--- config.mk ---
export PLATFORM = sky130hd
export DESIGN_NAME = tilog_ram
export DESIGN_NICKNAME = d
export VERILOG_FILES = /design/src/hw/rtl/tilog_ram.sv
export SDC_FILE = /design/constraint.sdc
export NUM_CORES = 1
export LEC_CHECK = 0
export ABC_AREA = 0
export BUFFER_PORTS_ARGS = -buffer_cell sky130_fd_sc_hd__buf_4
export CAP_MARGIN = 20
export CORE_AREA = 2 2 105 107
export CTS_BUF_LIST = sky130_fd_sc_hd__clkbuf_8
export DETAILED_ROUTE_END_ITERATION = 7
export DIE_AREA = 0 0 107 109
export GPL_ROUTABILITY_DRIVEN = 0
export MAX_ROUTING_LAYER = met4
export PLACE_DENSITY = 0.69
export SYNTH_ARGS = -nofsm -noshare
export SYNTH_HDL_FRONTEND = slang
export SYNTH_SLANG_ARGS = --single-unit
--- constraint.sdc ---
create_clock -name clock -period 1.8 [get_ports clock]
set_input_delay 0.18 -clock clock [delete_from_list [all_inputs] [get_ports clock]]
set_output_delay 0.18 -clock clock [all_outputs]
set_load 0.02 [all_outputs]
--- src/hw/rtl/tilog_ram.sv ---
`timescale 1ns / 1ps
// generic single write port, single read port ram with registered read
// no dependencies

module tilog_ram #(
   parameter int WIDTH = 8,
   parameter int DEPTH = 16
) (
   input  logic                     clock,
   input  logic                     wr_en,
   input  logic [$clog2(DEPTH)-1:0] wr_addr,
   input  logic [WIDTH-1:0]         wr_data,
   input  logic [$clog2(DEPTH)-1:0] rd_addr,
   output logic [WIDTH-1:0]         rd_data
);

   logic [WIDTH-1:0] mem_ff [DEPTH];
   logic [WIDTH-1:0] rd_data_ff;

   always_ff @(posedge clock) begin
      if (wr_en) begin
         mem_ff[wr_addr] <= wr_data;
      end
      rd_data_ff <= mem_ff[rd_addr];
   end

   assign rd_data = rd_data_ff;

endmodule

# After elaboration in Yosys (flattened, before gate mapping)
# Memories as Yosys holds them, arrays and structs flattened. A register that Yosys moved wholly into a read port is not among the register bits.
# Cells that the tools add are included.
[totals] ff_bits=0 input_bits=18 mem_bits_rw=128 mem_count=1
[classes] muxes=2
[memory_table] name="mem_ff" words=16 width=8 read_ports=1 rd_ports_with_merged_regs=1 write_ports=1 line_no="17" text="logic [WIDTH-1:0] mem_ff [DEPTH];"
[op_table] cell="$mux 1" count=2

# Logic depth before layout (Yosys ltp)
# Gate-level depths: netlist (run 1).
[logic_depth] depth_word=2 depth_mapped=5 depth_no_buf=3

# Worst setup path before layout (run 1)
# OpenSTA, ideal clock, no wires.
[synth_path] path_type="input-to-reg" startpoint="in wr_addr[2]" endpoint="mem mem_ff[0][0] (enable)" setup_ns=0.383 stages=2 slack_ns=0.127 n_path_buf=0 t_arrival_ns=1.290 cell_sequence="or3b_2 nor3_1"
[synth_rtl] item="start, declared" line_no="11" text="input logic [$clog2(DEPTH)-1:0] wr_addr,"
[synth_rtl] item="end, declared" line_no="17"
# No word-level cell before the write port.

==> summary.md, run 1 <==
| Metric | Value |
|---|---|
| Outcome | completed |
| Worst path cell trace | mux4_1 -> a22oi_1 -> nand2_1 |
| Relative slew slack | 0.687 |
| Clk pin slew, worst setup/hold paths | 0.07 ns |
| Minimum clock period | 1.37 ns |
| Max Fclk | 728 MHz |
| CP Data Arrival Time | 1.68 ns |
| Global-route wire length before repair | 14,600 um |
| Yosys reg bits | 136 |
| Antenna cells | 0 |
| CP max FO | 1 |
| Vias/cell | 5.56 |
| Num CTS Buffers | 17 |
| Mapped Area | 5150 sq um |
| Setup Skew | 0.0140 ns |
| P per Cell Area | 1100 nW/um^2 |
| Post CTS Setup Buffer Count | 0 |
| Register area | 4000 sq um |
| Syn. warnings | 0 |
| Syn Area/Cell | 22.5 sq um |
| I/O Pins | 26 |
| Final Max Slew Viols | 0 |
| Post_cts resized | 0 |
| CTS Hold Bufs | 0 |
| Root Buffer | clkbuf_8 |
| Vias in the first global route | 2,483 |
| Synth top area share | 0.747 |
| Synth unique cells | 19 |
| Port buffer count | 25 |
| Max cap viols | 0 |
| Drt initial violations | 129 |
| CP Buf/Inv Count | 0 |
| DRC | 0 |
| Initial antenna violation count | 0 |
| Total wire length | 9330 um |
| Die width | 107 um |
| Worst path required time | 2.11 ns |
| CP startpoint kind | flip-flop |
| CP max-delay cell | mux4_1 |
| Unrepaired setup endpoints after global routing | false |
| Sequential share of the synthesized area | 0.778 |
| Die area | 11,700 sq um |
| Worst-skew pair later-pin latency | 0.43 ns |
| Static Leakage | 2.05 nW |
| Final setup viols | 0 |
| TritonCTS sink count | 136 |
| # nets final | 302 |
| Pre-CTS setup slack | 0.0805 ns |
| Total grt overflow | 0 |
| Type of the tightest min-delay check | input port to flip-flop |
| VDD IR-drop max | 0.599 mV |
| Slowest stage delay, CP | 0.54 ns |
| Synth area leader | edfxtp_1 |
| Area Overhead vs Synth | 17.6% |
| Clock Tree Buf Depth | 2 |
| Critical path's top delay family | multiplexers |
| Core box area | 10,600 sq um |
| Largest net degree at the start of global routing | 33 |
| DR WL/cell | 21.3 um |
| Final worst slack | 0.426 ns |
| Top post-synthesis cells by area | edfxtp_1 (75%), mux4_2 (7.9%), mux4_1 (7.1%), dfxtp_1 (3.1%), a22oi_1 (2.3%) |
| CP Class | flip-flop to flip-flop |
| Tot Pwr | 0.00665 W |
| Hold Worst Slack | 0.0526 ns |
| Initial Utilization | 0.485 |
| Fillers | 779 |
| Mapped Nets | 247 |
| Cell Rows | 38 |
| Detail Placement HPWL | 6110 um |
| Setup TNS | 0 ns |
| Overall routing resource usage | 0.183 |
| Antenna-violating nets left | 0 |
| Slew at the pin closest to its max-slew limit | 0.470 ns |
| Mapped Cells | 229 |
| Die height | 109 um |
| CTS tree | built |
| H-tree levels | 4 |
| Crit share post-route | 0.764 |
| Area of the multi-input gates | 1060 sq um |
| Final hold vios | 0 |
| Vias | 2,431 |
| First-pass DRT Iterations | 4 |
| Share of cells above drive strength 1 | 0.327 |
| CP Capture Type | flip-flop |
routing by layer:
metal | share of wire | vias up | GRT usage
li1 | - | 1086 | -
met1 | 0.42 | 1249 | 0.248
met2 | 0.51 | 89 | 0.288
met3 | 0.060 | 7 | 0.0395
met4 | 0.011 | 0 | 0.0473
met5 | 0 | - | -
registers in the layout (all words and copies together) (netlist names):
signal   flops
mem_ff     128
rd_data      8
stage by stage:
step / utilization / std cells / area, sq um
6_report: 0.571 / 437 / 6050
5_1_grt: 0.571 / 437 / 6050
4_1_cts: 0.571 / 437 / 6050
3_5_place_dp: 0.529 / 405 / 5610
3_3_place_gp: 0.529 / 405 / 5610
2_1_floorplan: - / 229 / 5150
cell usage after synthesis (all sizes together):
cell type	number
a22oi	16
nor3	4
nand3	1
nor2b	1
mux4	32
clkdlybuf4s25	3
and2b	1
nand2b	2
edfxtp	128
dfxtp	8
nand2	9
and2	1
or3b	1
nor2	13
nand3b	2
buf	7
where the power goes:
group          switching, W  internal, W
clock network       0.00116      0.00156
registers         0.0000214      0.00354
logic              0.000201     0.000168
total               0.00138      0.00526
area by class of cell:
class                           instances  share of cell area
Sequential cell                       136               0.662
Multi-Input combinational cell         83               0.175
Timing Repair Buffer                   46              0.0612
Clock buffer                           18              0.0409
Clock inverter                         14              0.0327
Tap cell                              140              0.0289
logic make-up after synthesis:
logic type,count (synthesis),share of synthesized area
flops,136,0.778
simple gates,35,0.0318
mux,32,0.150
compound gates,16,0.0233
buf+inv,10,0.0168
cell usage in the layout (no fill, tap or decap):
| cell type | instances |
|---|---|
| a22oi_1 | 16 |
| and2_1 | 1 |
| and2b_1 | 1 |
| buf_12 | 2 |
| buf_4 | 44 |
| bufinv_16 | 4 |
| clkbuf_8 | 18 |
| clkinv_2 | 2 |
| clkinv_4 | 4 |
| clkinvlp_4 | 2 |
| dfxtp_1 | 8 |
| edfxtp_1 | 128 |
| inv_6 | 2 |
| mux4_1 | 14 |
| mux4_2 | 18 |
| nand2_1 | 9 |
| nand2b_1 | 2 |
| nand3_1 | 1 |
| nand3b_1 | 2 |
| nor2_1 | 13 |
| nor2b_1 | 1 |
| nor3_1 | 4 |
| or3b_2 | 1 |
final timing paths:
path	from	slack (ns)	to	cells past startpoint
worst max-delay path	mem_ff[5][0]	0.43	rd_data[0]	3
worst min-delay path	wr_data[5]	0.05	mem_ff[6][5]	1
worst max register to register	mem_ff[5][0]	0.43	rd_data[0]	3
worst min register to register	mem_ff[14][7]	0.67	rd_data[7]	3
Power figures use the tool's default switching activity.
==> run 2, diff against run 1 <==
- PLACE_DENSITY: 0.69 -> 0.66
- clock period: 1.8 -> 1.31 ns (I/O delays scaled with it)
==> summary.md, run 2 (synthesis results as in run 1) <==
| Metric | Value |
|---|---|
| Relative slew slack | 0.386 (was 0.687) |
| Max cap viols | 0 (unchanged) |
| Critical path's top delay family | multiplexers (unchanged) |
| Largest register FFs | 128 (unchanged) |
| CP startpoint kind | flip-flop (unchanged) |
| VDD IR-drop max | 0.827 mV (was 0.599 mV) |
| Crit share post-route | 0.973 (was 0.764) |
| Max Fclk | 784 MHz (was 728 MHz) |
| Initial antenna violation count | 0 (unchanged) |
| Root Buffer | clkbuf_8 (unchanged) |
| CP Class | flip-flop to flip-flop (unchanged) |
| Detail Placement HPWL | 6420 um (was 6110 um) |
| Clock Tree Buf Depth | 2 (unchanged) |
| Global-route wire length before repair | 15,200 um (was 14,600 um) |
| Fillers | 811 (was 779) |
| Die area | 11,700 sq um (unchanged) |
| Total wire length | 10,100 um (was 9330 um) |
| Finished Cell Area | 6170 sq um (was 6050 sq um) |
| Hold Worst Slack | 0.0214 ns (was 0.0526 ns) |
| Minimum clock period | 1.28 ns (was 1.37 ns) |
| Static Leakage | 2.07 nW (was 2.05 nW) |
| Biggest register | mem_ff (unchanged) |
| Slew at the pin closest to its max-slew limit | 0.920 ns (was 0.470 ns) |
| Setup TNS | 0 ns (unchanged) |
| Worst-skew pair later-pin latency | 0.42 ns (was 0.43 ns) |
| Register area | 4000 sq um (unchanged) |
| Drt initial violations | 168 (was 129) |
| Area of the multi-input gates | 1090 sq um (was 1060 sq um) |
| Setup Skew | 0.00616 ns (was 0.0140 ns) |
| CP max-delay cell | mux4_1 (unchanged) |
| I/O Pins | 26 (unchanged) |
| DRC | 0 (unchanged) |
| Type of the tightest min-delay check | input port to flip-flop (unchanged) |
| CP Capture Type | flip-flop (unchanged) |
| Die width | 107 um (unchanged) |
| Slowest stage delay, CP | 0.53 ns (was 0.54 ns) |
| Commonest cells after routing, fill and taps aside | edfxtp_1 (128), buf_4 (48), mux4_2 (26) (was edfxtp_1 (128), buf_4 (44), mux4_2 (18), clkbuf_8 (18), a22oi_1 (16)) |
| Commonest non-fill, non-tap cell in the layout | edfxtp_1 (unchanged) |
| Total grt overflow | 0 (unchanged) |
| CP Buf/Inv Count | 0 (unchanged) |
| Initial Utilization | 0.485 (unchanged) |
| TritonCTS sink count | 136 (unchanged) |
| CP max FO | 1 (unchanged) |
| Antenna-violating nets left | 0 (unchanged) |
| CP Data Arrival Time | 1.59 ns (was 1.68 ns) |
| Overall routing resource usage | 0.196 (was 0.183) |
| CTS tree | built (unchanged) |
| Vias | 2,404 (was 2,431) |
| Vias in the first global route | 2,591 (was 2,483) |
| Core box area | 10,600 sq um (unchanged) |
| Num CTS Buffers | 17 (unchanged) |
| # nets final | 312 (was 302) |
| Antenna cells | 0 (unchanged) |
| Clk pin slew, worst setup/hold paths | 0.07 ns (about the same) |
| Area Overhead vs Synth | 19.8% (was 17.6%) |
| First-pass DRT Iterations | 4 (unchanged) |
| Share of cells above drive strength 1 | 0.388 (was 0.327) |
| Largest net degree at the start of global routing | 19 (was 33) |
| Port buffer count | 25 (unchanged) |
| Outcome | completed (unchanged) |
| Worst path required time | 1.62 ns (was 2.11 ns) |
| Vias/cell | 5.38 (was 5.56) |
| DR WL/cell | 22.6 um (was 21.3 um) |
| P per Cell Area | 1470 nW/um^2 (was 1100 nW/um^2) |
| H-tree levels | 4 (unchanged) |
| Final setup viols | 0 (unchanged) |
| Worst path cell trace | mux4_1 -> a22oi_2 -> nand2_1 (was mux4_1 -> a22oi_1 -> nand2_1) |
| Final hold vios | 0 (unchanged) |
| Dpl cell area | 5690 sq um (was 5610 sq um) |
| Cell Rows | 38 (unchanged) |
| Final Max Slew Viols | 0 (unchanged) |
| Die height | 109 um (unchanged) |
| Tot Pwr | 0.00904 W (was 0.00665 W) |
-- run 2: changes by cell type in the layout (fill, tap and decap cells not counted), moves of 2 or more --
cell | previous run | this run
clkinv_1 | 0 | 3
dlygate4sd3_1 | 0 | 4
inv_6 | 2 | 0
clkinv_4 | 4 | 2
nor3_2 | 0 | 3
mux4_1 | 14 | 6
buf_4 | 44 | 48
mux4_2 | 18 | 26
buf_12 | 2 | 4
a22oi_1 | 16 | 7
nor3_1 | 4 | 1
a22oi_2 | 0 | 9
-- run 2: timing repair --
action | CTS | global route
endpoints found under the setup margin | 2 | 8
buffers inserted | 0 | 0
endpoints found under the hold margin | 39 | 0
pin swaps | 0 | 2
gates resized for setup | 2 | 15
hold buffers | 4 | 0
-- run 2: power breakdown --
group          internal [W]  switching, W
logic              0.000270      0.000307
registers           0.00486     0.0000299
clock network       0.00204       0.00153
total               0.00717       0.00186
-- run 2: final timing paths --
| check | start | to | slack, ns | depth (start not counted) |
|---|---|---|---|---|
| worst max-delay path | mem_ff[1][5] | rd_data[5] | 0.03 | 3 |
| worst min-delay path | wr_data[0] | mem_ff[3][0] | 0.02 | 1 |
| worst max register to register | mem_ff[1][5] | rd_data[5] | 0.03 | 3 |
| worst min register to register | mem_ff[14][3] | rd_data[3] | 0.67 | 3 |
-- run 2: final cells by class --
| class | count | area share |
|---|---|---|
| Sequential cell | 136 | 0.649 |
| Multi-Input combinational cell | 83 | 0.176 |
| Timing Repair Buffer | 56 | 0.0779 |
| Clock buffer | 17 | 0.0379 |
| Clock inverter | 15 | 0.0300 |
| Tap cell | 140 | 0.0284 |
-- run 2: routing by layer --
layer	track usage	part of all wire
met1	0.250	0.42
met5	-	0
met2	0.308	0.51
met3	0.0484	0.055
met4	0.0788	0.012
-- run 2: worst register-to-register path: stages, from the launching register on --
cell and delay (ns):
edfxtp_1 0.36, mux4_1 0.53, a22oi_2 0.21, nand2_1 0.07
-- run 2: per-stage QoR --
step / cells / setup WS, ns / utilization
after CTS: 447 / 0.00420 / 0.581
after floorplan: 229 / -0.0871 / -
after global placement: 411 / -0.132 / 0.537
after detailed placement: 411 / -0.135 / 0.537
after global routing: 447 / -0.0153 / 0.582
final: 447 / 0.0349 / 0.582
